===== config.mk =====
export PLATFORM = sky130hd
export DESIGN_NAME = bgsl_ram
export DESIGN_NICKNAME = d
export VERILOG_FILES = /design/src/hw/rtl/bgsl_ram.sv
export SDC_FILE = /design/constraint.sdc
export NUM_CORES = 1
export LEC_CHECK = 0
export CAP_MARGIN = 20
export CORE_UTILIZATION = 43
export CTS_CLUSTER_SIZE = 30
export DETAILED_ROUTE_END_ITERATION = 16
export DONT_BUFFER_PORTS = 1
export PLACE_DENSITY_LB_ADDON = 0.1
export SLEW_MARGIN = 20
export SYNTH_ARGS = -nofsm -noshare
export SYNTH_HDL_FRONTEND = slang
export SYNTH_SLANG_ARGS = --single-unit
export TNS_END_PERCENT = 10

===== constraint.sdc =====
create_clock -name i_clk -period 3.5 [get_ports i_clk]
set_input_delay 0.525 -clock i_clk [delete_from_list [all_inputs] [get_ports i_clk]]
set_output_delay 0.525 -clock i_clk [all_outputs]
set_load 0.02 [all_outputs]

===== src/hw/rtl/bgsl_ram.sv =====
// Generic simple dual-port RAM, one write and one registered read port.
// No dependencies.
`timescale 1ns / 1ps

module bgsl_ram #(
    parameter int WIDTH = 32,
    parameter int DEPTH = 8
) (
    input  logic                     i_clk,
    input  logic                     i_wr_en,
    input  logic [$clog2(DEPTH)-1:0] i_wr_addr,
    input  logic [WIDTH-1:0]         i_wr_data,
    input  logic [$clog2(DEPTH)-1:0] i_rd_addr,
    output logic [WIDTH-1:0]         o_rd_data
);

    logic [WIDTH-1:0] r_mem [DEPTH];
    logic [WIDTH-1:0] r_rd_data;

    always_ff @(posedge i_clk) begin
        if (i_wr_en) begin
            r_mem[i_wr_addr] <= i_wr_data;
        end
        r_rd_data <= r_mem[i_rd_addr];
    end

    assign o_rd_data = r_rd_data;

endmodule


# Yosys cells after proc, flatten, opt, wreduce, memory -nomap -nowiden
# Memories as Yosys holds them, arrays and structs flattened. A register that Yosys moved wholly into a read port is not among the register bits.
# Cells that the tools add are included.
# W data, S select, Z words.
# classes
muxes	2
# ops
operator	count
$mux W1	2
# totals
ram_bits	256
regBits	0
n_memories	1
input_bits	40
output_inout_bits	32
# memory_table
name	depth	width	rd	rd_ports_with_merged_regs	wr	line_no	source
r_mem	8	32	1	1	1	17	logic [WIDTH-1:0] r_mem [DEPTH];

# Depth between registers and ports, before layout
# Gate-level depths: netlist of run 1.
# logic_depth
ltp_word	2
depth_mapped	4
mapped_depth_nobuf	2

# Worst setup path after synthesis of run 1
# Ideal clock, no wire load.
# synth_timing
path_type	input -> register
start	input port i_wr_addr[2]
end	memory r_mem[0][0], enable pin
setup_time_ns	0.461
arrival_ns	2.911
path_slack_ns	0.128
stages	2
path_cell_list	nand2b_1 nor3_1
# synth_rtl
item	line_no	source
start, declared	11	input logic [$clog2(DEPTH)-1:0] i_wr_addr,
end, declared	17	
# No word-level cell before the write port.

# Worst setup path in the final report of run 1
# layout_timing
start	input port i_wr_addr[2]
end	memory r_mem[1][13], enable pin
# No word-level cell before the write port.

==> results of run 1 <==
## stage by stage
| step | power (mW) | util | cell area [sq um] | setup slack (ns) |
|---|---|---|---|---|
| after detailed placement | 4.26 | 0.461 | 10900 | 1.27 |
| final | 7.30 | 0.504 | 11900 | 1.89 |
| after global routing | 7.55 | 0.504 | 11900 | 1.80 |
| after global placement | 4.25 | 0.457 | 10800 | 1.29 |
| after floorplan | 4.23 | - | 10500 | 0.128 |
| after CTS | 7.39 | 0.503 | 11900 | 1.85 |
## Yosys cell counts
cell	number	share of area
edfxtp_1	256	0.73
dfxtp_1	32	0.061
clkbuf_1	1	0.00036
buf_6	7	0.0075
nor2_1	6	0.0022
nand2_1	2	0.00072
mux2_2	32	0.034
mux4_2	24	0.052
nor3_1	2	0.00096
nand2b_1	3	0.0018
mux4_1	40	0.10
buf_2	6	0.0029
buf_1	4	0.0014
## routing by layer
metal	up-vias	wire (microns)	GRT usage
li1	1836	-	-
met1	2209	7820	0.203
met2	91	9110	0.253
met3	32	1130	0.0350
met4	0	311	0.0430
met5	-	0	0
## final cells by class
class | count | area (sq um) | share of cell area
flip-flops and latches | 288 | 8330 | 0.698
multi-input cells | 109 | 2070 | 0.173
clock buffers | 49 | 923 | 0.0774
well taps | 319 | 399 | 0.0334
repair buffers | 8 | 145 | 0.0122
clock inverters | 9 | 75.1 | 0.00629
## sequential cells by signal, indices dropped and copies added (netlist names)
register / cells
o_rd_data: 32
r_mem: 256
## worst paths after layout
check	from	endpoint	slack [ns]
worst min-delay path	i_wr_data[17]	r_mem[5][17]	0.07
worst max-delay path	i_wr_addr[2]	r_mem[1][13]	1.89
worst max register to register	r_mem[3][5]	o_rd_data[5]	2.14
worst min register to register	r_mem[0][29]	o_rd_data[29]	0.66
## where the power goes
part | total [mW] | internal (mW) | switching, mW
Sequential | 3.97 | 3.89 | 0.0842
Clock | 3.12 | 1.87 | 1.25
Combinational | 0.209 | 0.131 | 0.0778
Total | 7.30 | 5.89 | 1.41
## cells by family (layout without fill, tap and decap cells)
logic type | Yosys count | after routing | share of synthesized area
buffers and inverters | 18 | 66 | 0.0122
flip-flops | 288 | 288 | 0.796
multiplexers | 96 | 96 | 0.186
AND/OR/NAND/NOR | 13 | 13 | 0.00562
==> reports/results.txt, run 1 <==
Vias in the first global route - 4510
Hold/Removal Path Class - in -> reg
Initial antenna violation count - 0
Hold Slack - 0.0669 ns
CP max FO - 17
Total Routing Usage GR - 0.153
Max clock buf depth - 3
Most common cell after layout, fill and taps aside - edfxtp_1
Post-route ant nets - 0
Syn nets - 455
Avg Cell Area, Syn - 25.2 sq um
CP peak stage delay - 0.60 ns
Most frequent cells in the layout - edfxtp_1 (256), mux4_1 (40), mux2_2 (32), dfxtp_1 (32), clkbuf_16 (31)
Rel. slew slack - 0.530
Slowest cell on the critical path - nor2_4
Antenna cells - 0
Worst endpoint data arrival time - 1.83 ns
Area growth syn-to-layout - 14.0%
Fmax - 620 MHz
Setup violators final - 0
Ordered list of cells on the worst path - nand2b_1 -> nor2_4 -> buf_4
Io pins - 72
Min-Delay Path Depth - 0
First-pass iteration count of the detailed router - 4
First-pass GRT wire length - 27500 microns
Post-CTS resize count - 0
Final Cycle Share - 0.460
Die area - 25000 sq um
Outcome - complete, no violations
CTS tree - done
Delay-heaviest family, CP - simple AND/OR/NAND/NOR gates
Hold Buf Count CTS - 0
Vias per cell - 5.33
Fillcell total - 1919
Number of buffers created by CTS - 31
Yosys reg bits - 288
Max Slew Vio Count - 0
Setup crit end kind - flip-flop
Crit path kind - in -> reg
# DRC - 0
Post-CTS Setup Bufs - 0
Max-cap violations - 0
Startpoint Class - input pin
Average wire per standard cell - 23.5 microns
DR iter-0 viols - 242
DRT Wirelength - 18400 microns
Worst-Margin Slew - 0.703 ns
H-tree depth - 1
Worst-Skew Late Latency - 0.55 ns
Initial core utilization - 0.442
Port bufs - 0
Core area - 23700 sq um
Leakage - 3.88 nW
PD cells - 612 nW/um^2
Post-synthesis cell area - 10500 sq um
Setup TNS Final - 0 ns
Register area share after synthesis - 0.796
Nets - 478
Share of cells above drive strength 1 - 0.257
Die height - 158 microns
YS warnings - 0
Root Buffer - clkbuf_16
Final Hold Viols - 0
Row cnt - 56
Die X - 158 microns
Synth unique cells - 13
Unrepaired setup endpoints after global routing - false
Worst endpoint required time - 3.72 ns
Gpl congestion - 0.673
Stages on worst setup path - 3
Placed Cells - 723
Clock Skew - 0.00813 ns
Crit path buffers/inverters - 1
Dpl hpwl - 9720 microns
R2r worst-path depth - 2
Final min period - 1.61 ns
Peak VDD IR - 0.366 mV
Synthesized netlist cell count - 415
Remaining Overflow, GRT - 0
Clk slew on worst S/H paths - 0.06 ns
Via count - 4168
Fin cells - 782
Largest net degree at the start of global routing - 65
Num Clock Sinks - 288
(Power assumes the default switching activity.)
==> run 2, diff against run 1 <==
clock period = 1.41 ns   (was 3.5 ns; I/O delays follow)
==> run 2 against run 1 <==
The run now ends with hold timing left. Via count increased by 3.9%. Critical path depth decreased by 1. Sequential share of layout area decreased by 2.7 points. Clock skew decreased by 0.0027 ns. Wire length increased by 1.5%. Flip-flop and latch count unchanged. Die area unchanged. Clock power increased to 2.5 times the previous value. Hold slack got worse by 0.11 ns. Total power increased to 2.5 times the previous value. Global-route usage increased by 0.31 points. Critical endpoint is now o_rd_data[12].
==> reports/results.txt, run 2 (synthesis results as in run 1) <==
CTS tree - done
Final Cycle Share - 0.902
Dpl hpwl - 9620 microns (-1.1%)
Gr busiest metal - met2
Leakage - 4.11 nW (+5.9%)
Worst-Margin Slew - 0.382 ns (-0.322 ns)
R2r endpoint - o_rd_data[12]
PD cells - 1490 nW/um^2 (+140%)
GR Layer Usage met3 - 0.0326 (-0.00246)
Vias per cell - 5.27 (-1.0%)
Post-CTS resize count - 0 (unchanged)
Setup crit end kind - flip-flop
Row cnt - 56 (unchanged)
Root Buffer - clkbuf_16
Initial core utilization - 0.442 (unchanged)
Share of cells above drive strength 1 - 0.263 (+0.00645)
R2R Setup Slk - 0.14 ns (-2.00 ns)
Die area - 25000 sq um (unchanged)
Most frequent cells in the layout - edfxtp_1 (256), mux4_1 (40), mux2_2 (32), dlygate4sd3_1 (32), dfxtp_1 (32)
Final min period - 1.27 ns
Clk slew on worst S/H paths - 0.06 ns (about the same)
Via count - 4330 (+3.9%)
Clock power share - 0.429 (+0.002)
Most common cell after layout, fill and taps aside - edfxtp_1
Num Clock Sinks - 288 (unchanged)
Remaining Overflow, GRT - 0 (unchanged)
Met2 global-route usage - 0.258 (+0.00441)
Critical Path Start - r_mem[3][12]
Hold Path End - o_rd_data[25]
Average wire per standard cell - 22.7 microns (-3.3%)
DR iter-0 viols - 273 (+13%)
M1 GR Usage - 0.211 (+0.00775)
Die height - 158 microns (unchanged)
Gpl congestion - 0.658 (-2.2%)
Worst endpoint data arrival time - 1.69 ns (-0.14 ns)
Vias in the first global route - 4638 (+2.8%)
Comb power frac - 0.039 (+0.010)
Crit path kind - reg -> reg
# DRC - 0 (unchanged)
Area growth syn-to-layout - 18.7%
Largest Register - r_mem
Total Routing Usage GR - 0.156 (+0.00311)
Outcome - finished, violations left
Rel. slew slack - 0.745 (+0.215)
Nets - 518 (+8.4%)
Worst endpoint required time - 1.83 ns (-1.89 ns)
Initial antenna violation count - 1 (+1)
Number of buffers created by CTS - 30 (-3.2%)
Worst-Skew Late Latency - 0.54 ns (about the same)
Final Hold Viols - 15 (+15)
Core area - 23700 sq um (unchanged)
Post-route ant nets - 0 (unchanged)
R2r worst-path depth - 2 (unchanged)
First-pass GRT wire length - 28100 microns (+2.3%)
Max Slew Vio Count - 0 (unchanged)
H-tree depth - 1 (unchanged)
Post-CTS Setup Bufs - 0 (unchanged)
Peak VDD IR - 1.12 mV (+210%)
Register share of total power - 0.532 (-0.012)
Clock Skew - 0.00546 ns (-0.00267 ns)
Max FFs per register - 256 (unchanged)
Max-cap violations - 0 (unchanged)
Largest net degree at the start of global routing - 65 (unchanged)
Net switching power - 3.60 mW (+150%)
Fmax - 786 MHz
P_int - 14.9 mW (+150%)
Die X - 158 microns (unchanged)
CP peak stage delay - 0.50 ns (-0.10 ns)
Hold path startpoint - i_rd_addr[2]
Hold Slack - -0.0418 ns (-0.109 ns)
Min-Delay Path Depth - 2 (+2)
Total power - 18.5 mW (+150%)
Hold/Removal Path Class - in -> reg
Ordered list of cells on the worst path - mux4_1 -> mux2_2
Final instance area - 12400 sq um (+4.1%)
Slowest cell on the critical path - mux4_1
CP max FO - 1 (-16)
Sw Share - 0.194 (+0.000738)
Hold Buf Count CTS - 33 (+33)
Port bufs - 0 (unchanged)
First-pass iteration count of the detailed router - 4 (unchanged)
Worst r2r src - r_mem[3][12]
Failing checks - hold timing
Fin util - 0.525 (+0.0206)
Max clock buf depth - 3 (unchanged)
Io pins - 72 (unchanged)
Startpoint Class - flip-flop
Setup violators final - 0 (unchanged)
DRT Wirelength - 18700 microns (+1.5%)
Unrepaired setup endpoints after global routing - false
Placed Area - 11100 sq um (+1.4%)
==> run 2: stage by stage <==
stage               setup TNS, ns  std cells  worst slack, ns
finish                          0        821            0.138
global route                    0        821           0.0791
CTS                             0        820            0.112
detailed placement              0        732            0.108
global placement                0        732            0.123
floorplan                  -36.03        415           -0.248
==> run 2: critical path: cells and delay by family, from the launching register on <==
kind,cells,cell delay [ns]
flip-flops,1,0.36
multiplexers,2,0.79
==> run 2: power groups by stage <==
| stage | logic (mW) | clock network, mW | registers [mW] |
|---|---|---|---|
| final | 0.716 | 7.95 | 9.86 |
| after global routing | 0.773 | 8.51 | 9.88 |
| after global placement | 0.537 | 0 | 10.0 |
| after floorplan | 0.500 | 0 | 10.0 |
| after CTS | 0.732 | 8.14 | 9.87 |
| after detailed placement | 0.540 | 0 | 10.0 |
==> run 2: layer usage <==
| layer | routed length (microns) | share of wire |
|---|---|---|
| met1 | 8300 | 0.44 |
| met2 | 9100 | 0.49 |
| met3 | 855 | 0.046 |
| met4 | 407 | 0.022 |
| met5 | 0 | 0 |
==> run 2: area by class of cell <==
cell class	instances	area (sq um)
antenna	1	2.50
multi-input combinational	109	2090
tap	319	399
fill	1878	11300
clock buffer	39	836
timing repair buffer	49	593
clock inverter	16	180
sequential	288	8330
==> run 2: worst max path at each step <==
stage / end / cells past startpoint / slack (ns)
2_1_floorplan: r_mem[5][0] / 2 / -0.25
3_3_place_gp: r_mem[4][18] / 3 / 0.12
3_5_place_dp: r_mem[4][18] / 3 / 0.11
4_1_cts: o_rd_data[12] / 2 / 0.11
5_1_grt: o_rd_data[27] / 2 / 0.08
6_report: o_rd_data[12] / 2 / 0.14
==> run 3, diff against run 2 <==
BUFFER_PORTS_ARGS = -buffer_cell sky130_fd_sc_hd__buf_2   (was default)
DONT_BUFFER_PORTS = default   (was 1)
SLEW_MARGIN = default   (was 20)
clock period = 1.65 ns   (was 1.41 ns; I/O delays follow)
==> run 3 against run 2 <==
The run now ends clean. Critical path depth down 1. Critical endpoint is now o_rd_data[3]. Critical path type is now reg -> out. Clock skew barely moved. Setup slack improved by 0.17 ns. First-iteration DRC count decreased by 19%. Largest power group unchanged. Clock power decreased by 23%.
==> reports/results.txt, run 3 (synthesis results as in run 1) <==
Remaining Overflow, GRT - 0 (unchanged)
Worst-Skew Late Latency - 0.54 ns (about the same)
Crit path buffers/inverters - 1 (+1)
Setup violators final - 0 (unchanged)
Register share of total power - 0.539 (+0.007)
# DRC - 0 (unchanged)
CP peak stage delay - 0.37 ns (-0.13 ns)
Max-cap violations - 0 (unchanged)
Fmax - 747 MHz
Total Routing Usage GR - 0.166 (+0.00987)
Clock Skew - 0.00555 ns (+0.0000957 ns)
Port bufs - 71 (+71)
Largest Register - r_mem
Final min period - 1.34 ns
Vias in the first global route - 5038 (+8.6%)
Setup TNS Final - 0 ns (unchanged)
Fin util - 0.542 (+0.0174)
Unrepaired setup endpoints after global routing - false
Final Hold Viols - 0 (-15)
Max Slew Vio Count - 0 (unchanged)
CP max FO - 1 (unchanged)
First-pass iteration count of the detailed router - 4 (unchanged)
P_int - 12.3 mW (-17%)
Gpl congestion - 0.657 (-0.29%)
Clock power share - 0.399 (-0.030)
Comb power frac - 0.062 (+0.023)
R2r worst-path depth - 2 (unchanged)
Worst endpoint required time - 1.40 ns (-0.43 ns)
Final Cycle Share - 0.811
DRT Wirelength - 19400 microns (+4.0%)
Dpl hpwl - 10900 microns (+13%)
Stages on worst setup path - 1 (-1)
Setup WS post-layout - 0.312 ns (+0.174 ns)
PD cells - 1200 nW/um^2 (-19%)
Final instance area - 12800 sq um (+3.3%)
Fin cells - 904 (+10%)
Most frequent cells in the layout - edfxtp_1 (256), buf_2 (70), mux4_1 (40)
H-tree depth - 1 (unchanged)
Number of buffers created by CTS - 30 (unchanged)
Nets - 599 (+16%)
Sw Share - 0.201 (+0.00738)
Crit path kind - reg -> out
Startpoint Class - flip-flop
Hold path startpoint - i_rd_addr[0]
Post-CTS resize count - 0 (unchanged)
Most common cell after layout, fill and taps aside - edfxtp_1
Slowest cell on the critical path - dfxtp_1
Initial antenna violation count - 2 (+1)
Setup WS pre-CTS - -0.0325 ns (-0.141 ns)
Delay-heaviest family, CP - flip-flops
CTS tree - done
Row cnt - 56 (unchanged)
Placed Cells - 814 (+11%)
Min-Delay Path Depth - 3 (+1)
Outcome - complete, no violations
Core area - 23700 sq um (unchanged)
Initial core utilization - 0.442 (unchanged)
Io pins - 72 (unchanged)
Placed Area - 11600 sq um (+4.9%)
Setup crit end kind - output port
Largest net degree at the start of global routing - 37 (-43%)
Rel. slew slack - 0.756 (+0.0112)
Hold/Removal Path Class - in -> reg
Total power - 15.4 mW (-17%)
R2R Setup Slk - 0.37 ns (+0.23 ns)
Hold Slack - 0.265 ns (+0.307 ns)
Leakage - 4.39 nW (+7.0%)
Area growth syn-to-layout - 22.7%
Worst r2r src - r_mem[6][11]
Peak VDD IR - 0.920 mV (-18%)
Via count - 4602 (+6.3%)
Average wire per standard cell - 21.5 microns (-5.5%)
First-pass GRT wire length - 29800 microns (+6.0%)
Share of cells above drive strength 1 - 0.345 (+0.0813)
Hold Path End - o_rd_data[24]
Vias per cell - 5.09 (-3.5%)
Worst endpoint data arrival time - 1.09 ns (-0.60 ns)
Ordered list of cells on the worst path - buf_2
Max clock buf depth - 3 (unchanged)
Root Buffer - clkbuf_16
Max FFs per register - 256 (unchanged)
Clk slew on worst S/H paths - 0.06 ns (about the same)
DR iter-0 viols - 221 (-19%)
Worst-Margin Slew - 0.365 ns (-0.0168 ns)
Num Clock Sinks - 288 (unchanged)
Die area - 25000 sq um (unchanged)
Post-route ant nets - 0 (unchanged)
Die height - 158 microns (unchanged)
Die X - 158 microns (unchanged)
R2r endpoint - o_rd_data[11]
Net switching power - 3.11 mW (-14%)
run 3: power by group through the flow:
stage,Clock [mW],Combinational (mW),Sequential [mW]
after floorplan,0,0.424,8.55
after global placement,0,0.902,8.45
after detailed placement,0,0.920,8.46
after CTS,6.32,0.983,8.31
after global routing,6.59,1.04,8.33
final,6.16,0.959,8.31
run 3: how the worst max path moves through the flow:
stage                    to    startpoint
6_report       o_rd_data[3]  o_rd_data[3]
5_1_grt        o_rd_data[3]  o_rd_data[3]
4_1_cts        o_rd_data[3]  o_rd_data[3]
3_5_place_dp   o_rd_data[7]  i_rd_addr[0]
3_3_place_gp   o_rd_data[4]  i_rd_addr[0]
2_1_floorplan   r_mem[5][0]       i_wr_en
run 3: cell type report:
| cell class | count | area, sq um |
|---|---|---|
| sequential | 288 | 8330 |
| tap | 319 | 399 |
| multi-input combinational | 109 | 2090 |
| antenna | 2 | 5.00 |
| clock buffer | 49 | 883 |
| timing repair buffer | 130 | 1110 |
| clock inverter | 7 | 30.0 |
| fill | 1866 | 10800 |
run 3: metal layers:
metal,up-vias,share of wire,GRT usage
met2,88,0.52,0.298
met4,0,0.020,0.0458
met3,29,0.036,0.0307
met5,-,0,0
li1,2081,-,-
met1,2404,0.42,0.205
run 3: what timing repair did:
action,CTS,global route
hold buffers,32,0
endpoints found under the hold margin,256,0
setup buffers,0,0
endpoints found under the setup margin,0,0
