[src/hw/rtl/bgsl_pkg.sv]
// Shared constants and codes for the bilinear gain-schedule lookup.
// No dependencies.
`timescale 1ns / 1ps

package bgsl_pkg;

    localparam int MACH_POINTS = 8;
    localparam int ALT_POINTS  = 8;
    localparam int TABLE_COUNT = 5;
    localparam int IDX_W       = 3;
    localparam int TID_W       = 3;
    localparam int CNT_W       = 4;
    localparam int GAIN_DEPTH  = TABLE_COUNT * ALT_POINTS * MACH_POINTS;
    localparam int GAIN_AW     = $clog2(GAIN_DEPTH);

    typedef enum logic [1:0] {
        OP_LOAD_MACH = 2'd0,
        OP_LOAD_ALT  = 2'd1,
        OP_LOAD_GAIN = 2'd2,
        OP_LOOKUP    = 2'd3
    } t_op;

    localparam logic CFG_MACH_COUNT = 1'b0;
    localparam logic CFG_ALT_COUNT  = 1'b1;

endpackage

[src/hw/rtl/bgsl_interp.sv]
// One linear interpolation step with a bit-serial scaled quotient.
// Uses bgsl_pkg; instantiated by the top level.
`timescale 1ns / 1ps

module bgsl_interp
    import bgsl_pkg::*;
(
    input  logic               i_clk,
    input  logic               i_rst_n,
    input  logic               i_start,
    input  logic signed [31:0] i_lo,
    input  logic signed [31:0] i_hi,
    input  logic signed [31:0] i_zlo,
    input  logic signed [31:0] i_zhi,
    input  logic signed [31:0] i_p,
    output logic               o_done,
    output logic signed [31:0] o_result
);

    typedef enum logic [2:0] {S_IDLE, S_CLAMP, S_PREP, S_ITER, S_FIN} t_state;

    t_state             r_state;
    logic               r_done;
    logic signed [31:0] r_result;
    logic signed [31:0] r_lo, r_hi, r_zlo, r_zhi, r_p, r_pc;
    logic signed [32:0] r_den, r_dz;
    logic        [32:0] r_d, r_e, r_m, r_rem, r_q;
    logic               r_zero, r_neg;
    logic        [5:0]  r_cnt;

    logic signed [31:0] n_pc;
    logic signed [32:0] n_dx;
    logic        [32:0] n_adx, n_ad, n_adz;
    logic        [34:0] n_t, n_d1, n_d2, n_rem;
    logic        [1:0]  n_k;
    logic signed [33:0] n_sum;

    always_comb begin
        if (r_p < r_lo) n_pc = r_lo;
        else if (r_p > r_hi) n_pc = r_hi;
        else n_pc = r_p;

        n_dx  = $signed({r_pc[31], r_pc}) - $signed({r_lo[31], r_lo});
        n_adx = n_dx[32] ? 33'(-n_dx) : 33'(n_dx);
        n_ad  = r_den[32] ? 33'(-r_den) : 33'(r_den);
        n_adz = r_dz[32] ? 33'(-r_dz) : 33'(r_dz);

        // remainder doubles, adds e on a set bit of m, drops by 0, d or 2d
        n_t  = {1'b0, r_rem, 1'b0} + {2'b00, (r_m[32] ? r_e : 33'd0)};
        n_d1 = {2'b00, r_d};
        n_d2 = {1'b0, r_d, 1'b0};
        if (n_t >= n_d2) begin
            n_k   = 2'd2;
            n_rem = n_t - n_d2;
        end else if (n_t >= n_d1) begin
            n_k   = 2'd1;
            n_rem = n_t - n_d1;
        end else begin
            n_k   = 2'd0;
            n_rem = n_t;
        end

        if (r_zero) n_sum = {{2{r_zlo[31]}}, r_zlo};
        else if (r_neg) n_sum = {{2{r_zlo[31]}}, r_zlo} - $signed({1'b0, r_q});
        else n_sum = {{2{r_zlo[31]}}, r_zlo} + $signed({1'b0, r_q});
    end

    always_ff @(posedge i_clk) begin
        if (!i_rst_n) begin
            r_state <= S_IDLE;
            r_done  <= 1'b0;
        end else begin
            r_done <= 1'b0;
            unique case (r_state)
                S_IDLE: begin
                    if (i_start) begin
                        r_lo    <= i_lo;
                        r_hi    <= i_hi;
                        r_zlo   <= i_zlo;
                        r_zhi   <= i_zhi;
                        r_p     <= i_p;
                        r_state <= S_CLAMP;
                    end
                end
                S_CLAMP: begin
                    r_pc    <= n_pc;
                    r_den   <= $signed({r_hi[31], r_hi}) - $signed({r_lo[31], r_lo});
                    r_dz    <= $signed({r_zhi[31], r_zhi}) - $signed({r_zlo[31], r_zlo});
                    r_state <= S_PREP;
                end
                S_PREP: begin
                    r_d     <= n_ad;
                    r_e     <= (n_adx > n_ad) ? n_ad : n_adx;
                    r_m     <= n_adz;
                    r_zero  <= (r_den == 33'sd0) || (n_dx == 33'sd0);
                    r_neg   <= r_dz[32] ^ (n_dx[32] ^ r_den[32]);
                    r_rem   <= 33'd0;
                    r_q     <= 33'd0;
                    r_cnt   <= 6'd33;
                    r_state <= S_ITER;
                end
                S_ITER: begin
                    r_rem <= n_rem[32:0];
                    r_q   <= {r_q[31:0], 1'b0} + {31'd0, n_k};
                    r_m   <= {r_m[31:0], 1'b0};
                    r_cnt <= r_cnt - 6'd1;
                    if (r_cnt == 6'd1) begin
                        r_state <= S_FIN;
                    end
                end
                S_FIN: begin
                    if (n_sum[33:31] == 3'b000 || n_sum[33:31] == 3'b111) begin
                        r_result <= n_sum[31:0];
                    end else if (n_sum[33]) begin
                        r_result <= 32'sh8000_0000;
                    end else begin
                        r_result <= 32'sh7fff_ffff;
                    end
                    r_done  <= 1'b1;
                    r_state <= S_IDLE;
                end
                default: r_state <= S_IDLE;
            endcase
        end
    end

    assign o_done   = r_done;
    assign o_result = r_result;

endmodule

[config.mk]
export PLATFORM = sky130hd
export DESIGN_NAME = bgsl_interp
export DESIGN_NICKNAME = d
export VERILOG_FILES = /design/src/hw/rtl/bgsl_pkg.sv /design/src/hw/rtl/bgsl_interp.sv
export SDC_FILE = /design/constraint.sdc
export NUM_CORES = 1
export LEC_CHECK = 0
export CORE_MARGIN = 3
export CORE_UTILIZATION = 65
export CTS_CLUSTER_DIAMETER = 50
export DETAILED_ROUTE_END_ITERATION = 7
export DONT_BUFFER_PORTS = 1
export GPL_TIMING_DRIVEN = 0
export PLACE_DENSITY = 0.78
export REMOVE_ABC_BUFFERS = 1
export SYNTH_ARGS = -nofsm -noshare
export SYNTH_HDL_FRONTEND = slang
export SYNTH_SLANG_ARGS = --single-unit
export TNS_END_PERCENT = 10
[constraint.sdc]
create_clock -name i_clk -period 30.2 [get_ports i_clk]
set_clock_uncertainty 0.05 [all_clocks]
set_input_delay 3.02 -clock i_clk [delete_from_list [all_inputs] [get_ports i_clk]]
set_output_delay 3.02 -clock i_clk [all_outputs]
set_load 0.01 [all_outputs]
Word-level counts from Yosys, hierarchy flattened

Index checks and enable logic that the tools add are counted.
Widths: inputs -> output; s select.

Bits in registers: 467
Bits in latches: 0
Bits in writable memories: 0
Memory bits (read-only): 0
Bits of input ports: 163
Output and inout port bits: 33
Word-level logic and storage cells: 83
Memories kept: 0

Add/sub/neg operators: 13
Multiply operators: 0
Divide/modulo/power cells: 0
Magnitude comparators: 5
Equality and inequality tests: 8
Shifts and indexed selects: 0
Muxes and demuxes: 23
Bitwise logic cells: 2
Reductions and logical operators: 13

Operators with widths:

| kind               | number |
|---|---|
| $mux 33            | 7 |
| $pmux 33 s2        | 3 |
| $mux 32            | 4 |
| $neg 33->33        | 3 |
| $sub 32x32->33     | 3 |
| $mux 34            | 2 |
| $logic_not 33->1   | 2 |
| $sub 33x33->33     | 2 |
| $add 34x33->35     | 1 |
| $ge 35x33->1       | 1 |
| $ge 35x34->1       | 1 |
| $add 34x33->34     | 1 |
| $sub 34x33->34     | 1 |
| $add 33x2->33      | 1 |
| $gt 33x33->1       | 1 |
| $gt 32x32->1       | 1 |
| $lt 32x32->1       | 1 |
| $pmux 3 s4         | 1 |
| $pmux 6 s2         | 1 |
| $reduce_and 2->1   | 5 |
| $eq 3x2->1 const B | 2 |
| $eq 3x3->1 const B | 2 |
| $eq 6x1->1 const B | 1 |
| $logic_not 3->1    | 2 |
| 10 further kinds   | 15 |

Logic depth before layout (Yosys ltp)

Gate-level depths: netlist of the first run.

Word-level depth: 7
Depth in mapped cells: 31

Worst setup path before layout of the first run

OpenSTA, ideal clock, no wires.

Kind: input port to flip-flop
Start point: in i_start
End point: reg r_hi[0] (enable)
Data arrival time: 13.919 ns
Setup slack: 15.354 ns
Stages on the path: 2
Path buffers: 0
Cells stage by stage: nand2b_1 nor3_1

Cells in the longest elaborated chain, start to end: 1

RTL lines:

| item                              | RTL line          | text |
|---|---|---|
| start: declaration                | bgsl_interp.sv:10 | `input logic i_start,` |
| $reduce_and 3->1 (no source line) | n/a               |  |
| end signal: assignment            | bgsl_interp.sv:78 | `r_hi <= i_hi;` |
| end: declaration                  | bgsl_interp.sv:25 | `logic signed [31:0] r_lo, r_hi, r_zlo, r_zhi, r_p, r_pc;` |

No other way between the ends.
A chain may end at the register's enable or synchronous reset.

Worst setup path after layout of the first run

Start point: reg r_m[32]
End point: reg r_q[31] (data pin)

Cells in the longest elaborated chain, start to end: 7

RTL lines:

| item                     | RTL line           | text |
|---|---|---|
| start: declaration       | bgsl_interp.sv:27  | `logic [32:0] r_d, r_e, r_m, r_rem, r_q;` |
| start signal: assignment | bgsl_interp.sv:94  | `r_m <= n_adz;` |
| start signal: assignment | bgsl_interp.sv:105 | `r_m <= {r_m[31:0], 1'b0};` |
| $mux 33 (*)              | bgsl_interp.sv:49  | `n_t = {1'b0, r_rem, 1'b0} + {2'b00, (r_m[32] ? r_e : 33'd0)};` |
| $add 34x33->35 (*)       | bgsl_interp.sv:49  |  |
| $ge 35x33->1             | bgsl_interp.sv:55  | `end else if (n_t >= n_d1) begin` |
| $mux 1                   | bgsl_interp.sv:55  |  |
| $mux 2 (*)               | bgsl_interp.sv:52  | `if (n_t >= n_d2) begin` |
| $add 33x2->33 (*)        | bgsl_interp.sv:104 | `r_q <= {r_q[31:0], 1'b0} + {31'd0, n_k};` |
| $pmux 33 s2 (*)          | bgsl_interp.sv:74  | `unique case (r_state)` |
| end signal: assignment   | bgsl_interp.sv:104 |  |
| end: declaration         | bgsl_interp.sv:27  |  |

Mark *: on every way between the ends. The rest lies on a longest branch, timed or not.

==> results of run 1 <==
-- worst min-delay path, cell delays in order, from the launching register on --
cell and delay, ns:
edfxtp_1 0.32, nand2_1 0.04, o21ai_0 0.05
-- layer usage --
metal | routed length, um | up-vias | share of wire, %
li1 | - | 13400 | -
met1 | 40400 | 13200 | 46
met2 | 38900 | 1045 | 45
met3 | 5680 | 157 | 6.5
met4 | 2210 | 0 | 2.5
met5 | 0 | - | 0
-- flip-flops by register name (all words and copies together), names as in the netlist --
name and cells:
r_m 33, r_d 33, r_zhi 32, r_hi 32, r_e 33, r_den 33, r_p 32, r_q 33
o_result 32, r_state 3, r_rem 33, r_dz 33, r_pc 32, o_done 1, r_neg 1, r_zlo 32
r_cnt 6, r_zero 1, r_lo 32
-- worst paths after layout --
path	to	slack, ns	depth (start not counted)	start
worst max-delay path	r_q[31]$_SDFFCE_PN0P_	21.24	28	r_m[32]$_DFFE_PP_
worst min-delay path	r_m[25]$_DFFE_PP_	0.47	2	r_m[24]$_DFFE_PP_
worst max register to register	r_q[31]$_SDFFCE_PN0P_	21.24	28	r_m[32]$_DFFE_PP_
worst min register to register	r_m[25]$_DFFE_PP_	0.47	2	r_m[24]$_DFFE_PP_
-- cells in the final DEF (no fill, tap or decap), types with 8 or more instances in the layout --
master,count
xnor2_1,177
nand3_1,69
nor4_1,21
buf_6,20
clkbuf_16,60
mux2i_1,105
or2_2,19
and3_1,19
xor2_1,142
nand2_1,220
nand4_1,59
o21a_1,58
o21bai_1,26
o21ai_0,198
o21ai_1,42
a21boi_0,16
and4_1,8
nor2_1,263
o211ai_1,17
o31ai_1,33
edfxtp_1,463
o31a_1,10
nor3_1,74
inv_1,254
ha_1,331
a21oi_1,269
a211o_1,15
or3_1,25
o22ai_1,8
nand2b_1,35
o2111ai_1,14
a211oi_1,48
mux2_2,34
a31oi_1,39
or4_1,15
o41ai_1,18
and2_1,45
nor2b_1,37
a21o_1,128
-- kinds of logic (layout without fill, tap and decap cells) --
group           after synthesis  count (layout)  share of synthesized area, %
xor+xnor                    319             319                          7.92
simple gates                956             956                          13.6
flops                       467             467                          39.6
mux                         140             140                          4.09
fa+ha+maj                   338             338                          12.1
buf+inv                     373             403                          4.11
compound gates             1017            1017                          18.6
-- stage by stage --
stage          util [%]  cell area [um2]  setup WS [ns]
2_1_floorplan         -            34800          15.35
5_1_grt            72.1            38400          20.68
4_1_cts            72.1            38400          21.37
3_5_place_dp       68.3            36300          21.43
3_3_place_gp       67.1            35700          11.84
6_report           72.1            38400          21.24
-- report_power, final --
part           total (mW)  switching, mW  leakage, nW  internal (mW)
Combinational       0.527          0.308         10.0          0.219
Clock               0.728          0.301        0.984          0.426
Sequential          0.781         0.0205         4.29          0.760
-- area by class of cell --
class	count	area [um2]
tap	688	861
clock inverter	43	537
sequential	467	14000
fill	3794	14800
inverter	257	967
clock buffer	67	1530
multi-input combinational	2770	20000
timing repair buffer	36	533
==> qor.csv, run 1 <==
stage,metric,value,unit
status,status,completed,
grt,grt_use_met2,46.7,%
finish,area_delta_synth_final,8.69,%
finish,finalNonFillerCells,4328,
grt,grt-ovfl-total,0,
detailed_routing,routed-via-count,27800,
placed_design,dp.cells,4218,
floorplanning,die_w,239,um
detailed_routing,route.detailed.drc,0,
floorplanning,core,53200,um2
grt,grt_pass1_vias,26700,
run,drv_cap,0,
placed_design,hpwlAfterDp,67600,um
sta,fmax,0.112,GHz
synth,async_reset_ff_share,0,%
synth,synth_edf_count,463,
sta,period_share,29.7,%
floorplanning,fp.dieArea,57100,um2
clock_tree,clk_pin_slew_worst_paths,0.06,ns
placed_design,gp_congestion,0.923,
detailed_routing,drtAntennaViolNets,0,
power_and_ir_drop,peakVddDrop,0.0569,mV
critical_path,cp_common_cell,ha_1,
finish,n_antenna_cell,0,
power_and_ir_drop,power,2.04,mW
detailed_routing,first_pass_iters,5,
synth,synth_area_per_cell,9.78,um2
finish,drive_gt1_share,6.51,%
synth,yosys_warnings,0,
synth,ys_seq_elements,467,
sta,worst_pin_slew,1.33,ns
floorplanning,io_pins,196,
grt,grt_first_pass_wirelength,139000,um
critical_path,path_class,flop to flop,
sta,whs,0.474,ns
floorplanning,num_rows,84,
grt,grtUsageMet3,3.59,%
detailed_routing,detail_route.wl_per_cell,20.1,um
critical_path,arrival,9.24,ns
detailed_routing,viasPerCell,6.42,
critical_path,path_delay_family,simple AND/OR/NAND/NOR gates,
placed_design,numPortBuffers,0,
synth,syn-instance-count,3610,
clock_tree,cts-buffers-inserted,60,
detailed_routing,routed_wl,87200,um
critical_path,slowest_stage,edfxtp_1,
grt,grtUsageMet1,44.2,%
grt,grt_max_degree,70,
grt,grt.busiest_layer,met2,
synth,synthDistinctLibCells,92,
critical_path,worst-path-buf-inv,3,
critical_path,startpoint_type,flop,
sta,max-slew-margin-rel,11.3,%
sta,min_period,8.96,ns
sta,hold_violations,0,
clock_tree,clock-root-buffer,clkbuf_16,
clock_tree,cts_tree,yes,
synth,synth_area,35300,um2
finish,final_nets,4093,
synth,synth_flop_cell,edfxtp_1,
sta,setup_violations,0,
synth,synth_common_cells,"edfxtp_1 (463), ha_1 (331), a21oi_1 (270)",
critical_path,cp-end-kind,flop,
synth,synth_area_leader_cell,edfxtp_1,
sta,final-max-slew-violation-count,0,
clock_tree,h-tree-depth,2,
power_and_ir_drop,leakage,15.3,nW
power_and_ir_drop,p_per_area,53.1,nW/um2
synth,yosysMostFrequentCell,edfxtp_1,
critical_path,cp_max_fo,34,
clock_tree,clock_path_buffers,3,
clock_tree,clk_latency,0.64,ns
clock_tree,cts_resized,0,
floorplanning,die_h,239,um
clock_tree,cts_setup_buffers,0,
critical_path,cp_data_required_time,30.48,ns
clock_tree,holdBufCountCts,0,
synth,ys_seq_area_share,39.6,%
worst_hold_path,hold_class,flop to flop,
clock_tree,numClockSinks,467,
critical_path,slowest_delay,0.92,ns
grt,antenna_found_initial,0,
floorplanning,initial_core_util,66.4,%
synth,yosys-top-cells-area,"edfxtp_1 (39%), ha_1 (12%), xnor2_1 (4.4%)",
sta,fin_setup_tns,0,ns
grt,grtUsageTotal,29.9,%
sta,rsz0062_at_grt,no,
detailed_routing,initialDrtViolationCount,2490,
synth,yosysTopAreaCellShare,39.4,%
No activity file was read; power rests on OpenSTA's default activity.
==> run 2: changes to the inputs <==
==> constraint.sdc (replaced) <==
create_clock -name i_clk -period 8.65 [get_ports i_clk]
set_clock_uncertainty 0.05 [all_clocks]
set_input_delay 0.865 -clock i_clk [delete_from_list [all_inputs] [get_ports i_clk]]
set_output_delay 0.865 -clock i_clk [all_outputs]
set_load 0.01 [all_outputs]
==> qor.csv, run 2 (same netlist as run 1, synthesis figures left out) <==
stage,metric,value,unit,change
finish,final_design_area_no_fill,38400,um2,about the same
clock_tree,cts-buffers-inserted,60,,unchanged
sta,rsz0062_at_grt,yes,,was no
grt,antenna_found_initial,0,,unchanged
sta,min_period,8.38,ns,was 8.96 ns
power_and_ir_drop,leakage,15.3,nW,about the same
placed_design,hpwlAfterDp,67600,um,unchanged
detailed_routing,initialDrtViolationCount,2501,,was 2490
finish,post-route-util,72.2,%,was 72.1%
critical_path,cp_max_fo,17,,was 34
detailed_routing,first_pass_iters,6,,was 5
grt,grt_pass1_vias,26800,,was 26700
finish,finalNonFillerCells,4330,,was 4328
critical_path,cp_data_required_time,8.93,ns,was 30.48 ns
sta,max-slew-margin-rel,12.6,%,was 11.3%
detailed_routing,route.detailed.drc,0,,unchanged
detailed_routing,routed_wl,87300,um,was 87200 um
critical_path,path_class,flop to flop,,unchanged
finish,area_delta_synth_final,8.84,%,was 8.69%
power_and_ir_drop,p_int,4.91,mW,was 1.41 mW
clock_tree,clk_latency,0.64,ns,about the same
sta,fmax,0.119,GHz,was 0.112 GHz
floorplanning,io_pins,196,,unchanged
finish,final_cell_mix,"edfxtp_1 (463), ha_1 (331), a21oi_1 (269)",,unchanged
detailed_routing,drtAntennaViolNets,0,,unchanged
grt,grt_max_degree,70,,unchanged
placed_design,placed_area,36300,um2,unchanged
critical_path,startpoint_type,flop,,unchanged
grt,grt_first_pass_wirelength,139000,um,about the same
power_and_ir_drop,power.switching,2.20,mW,was 629 uW
sta,setup_violations,0,,unchanged
power_and_ir_drop,power,7.11,mW,was 2.04 mW
floorplanning,die_h,239,um,unchanged
power_and_ir_drop,seqPwrFrac,38.4,%,about the same
finish,num-fill-cells,3786,,was 3794
clock_tree,clock-root-buffer,clkbuf_16,,unchanged
power_and_ir_drop,pwr-share-clk,35.7,%,was 35.8%
detailed_routing,viasPerCell,6.42,,about the same
detailed_routing,detail_route.wl_per_cell,20.2,um,was 20.1 um
grt,grt-ovfl-total,0,,unchanged
status,status,completed,,unchanged
floorplanning,fp.dieArea,57100,um2,unchanged
clock_tree,numClockSinks,467,,unchanged
clock_tree,clk_pin_slew_worst_paths,0.06,ns,about the same
floorplanning,core,53200,um2,unchanged
power_and_ir_drop,p_per_area,185,nW/um2,was 53.1 nW/um2
clock_tree,clock_path_buffers,3,,unchanged
grt,grtUsageTotal,30.0,%,was 29.9%
power_and_ir_drop,peakVddDrop,0.199,mV,was 0.0569 mV
placed_design,numPortBuffers,0,,unchanged
sta,hold_violations,0,,unchanged
placed_design,gp_congestion,0.923,,unchanged
sta,period_share,96.9,%,was 29.7%
floorplanning,num_rows,84,,unchanged
clock_tree,cts_tree,yes,,unchanged
worst_hold_path,hold_class,primary input to flop,,was flop to flop
sta,worst_pin_slew,1.31,ns,was 1.33 ns
finish,mostFrequentLayoutCell,edfxtp_1,,unchanged
floorplanning,initial_core_util,66.4,%,unchanged
sta,final-max-slew-violation-count,0,,unchanged
critical_path,cp-end-kind,flop,,unchanged
power_and_ir_drop,switching_share,30.9,%,about the same
power_and_ir_drop,comb_power_share,25.9,%,about the same
critical_path,cp_common_cell,ha_1,,unchanged
critical_path,slowest_delay,0.52,ns,was 0.92 ns
finish,n_antenna_cell,0,,unchanged
critical_path,arrival,8.67,ns,was 9.24 ns
finish,drive_gt1_share,6.67,%,was 6.51%
finish,final_nets,4095,,was 4093
placed_design,dp.cells,4218,,unchanged
critical_path,r2r_slack,0.27,ns,was 21.24 ns
critical_path,slowest_stage,or3_1,,was edfxtp_1
run,drv_cap,0,,unchanged
clock_tree,h-tree-depth,2,,unchanged
floorplanning,die_w,239,um,unchanged
detailed_routing,routed-via-count,27800,,about the same
-- run 2: power groups by stage --
stage               logic, mW  clock network [mW]  registers, mW
floorplan                1.37                   0           2.77
global placement         1.70                   0           2.80
detailed placement       1.79                   0           2.77
CTS                      1.82                2.58           2.72
global route             2.03                2.66           2.73
finish                   1.84                2.54           2.73
-- run 2: final cells by class --
| class | instances | area, um2 | area share [%] |
|---|---|---|---|
| well taps | 688 | 861 | 2.24 |
| repair buffers | 38 | 564 | 1.47 |
| multi-input cells | 2770 | 20000 | 52.0 |
| clock buffers | 67 | 1530 | 3.98 |
| inverters | 257 | 967 | 2.52 |
| clock inverters | 43 | 537 | 1.40 |
| flip-flops and latches | 467 | 14000 | 36.4 |
-- run 2: critical path, delay by kind of cell, from the launching register on --
family          cells  cell delay, ns
fa+ha+maj           4            1.23
flops               1            0.44
xor+xnor            2            0.34
buf+inv             3            0.71
compound gates     10            2.66
simple gates       12            2.61
-- run 2: stage by stage --
step                setup slack, ns  setup TNS (ns)  hold slack (ns)
CTS                          0.0325               0            0.230
global placement              -7.55        -1381.19            0.448
global route                -0.0565          -0.104            0.242
floorplan                     -4.04         -646.62            0.412
finish                        0.266               0            0.263
detailed placement           -0.125          -0.240            0.464
-- run 2: timing repair --
item / in CTS / in global routing
hold buffers: 0 / 0
setup endpoints to repair: 5 / 10
pin swaps: 0 / 0
setup buffers: 1 / 1
gates resized for setup: 0 / 5
-- run 2: path summary, 6_finish.rpt --
path                startpoint               endpoint  cells past startpoint
max          r_m[32]$_DFFE_PP_  r_q[31]$_SDFFCE_PN0P_                     31
max reg2reg  r_m[32]$_DFFE_PP_  r_q[31]$_SDFFCE_PN0P_                     31
min                  i_zlo[13]    r_zlo[13]$_DFFE_PP_                      0
min reg2reg  r_m[24]$_DFFE_PP_      r_m[25]$_DFFE_PP_                      2
-- run 2: layer usage --
layer  up-vias  wire length (um)  GRT usage (%)
met5         -                 0              0
met3       153              5900           3.55
li1      13400                 -              -
met2      1043             39100           47.0
met1     13200             40100           44.2
met4         0              2240           8.50
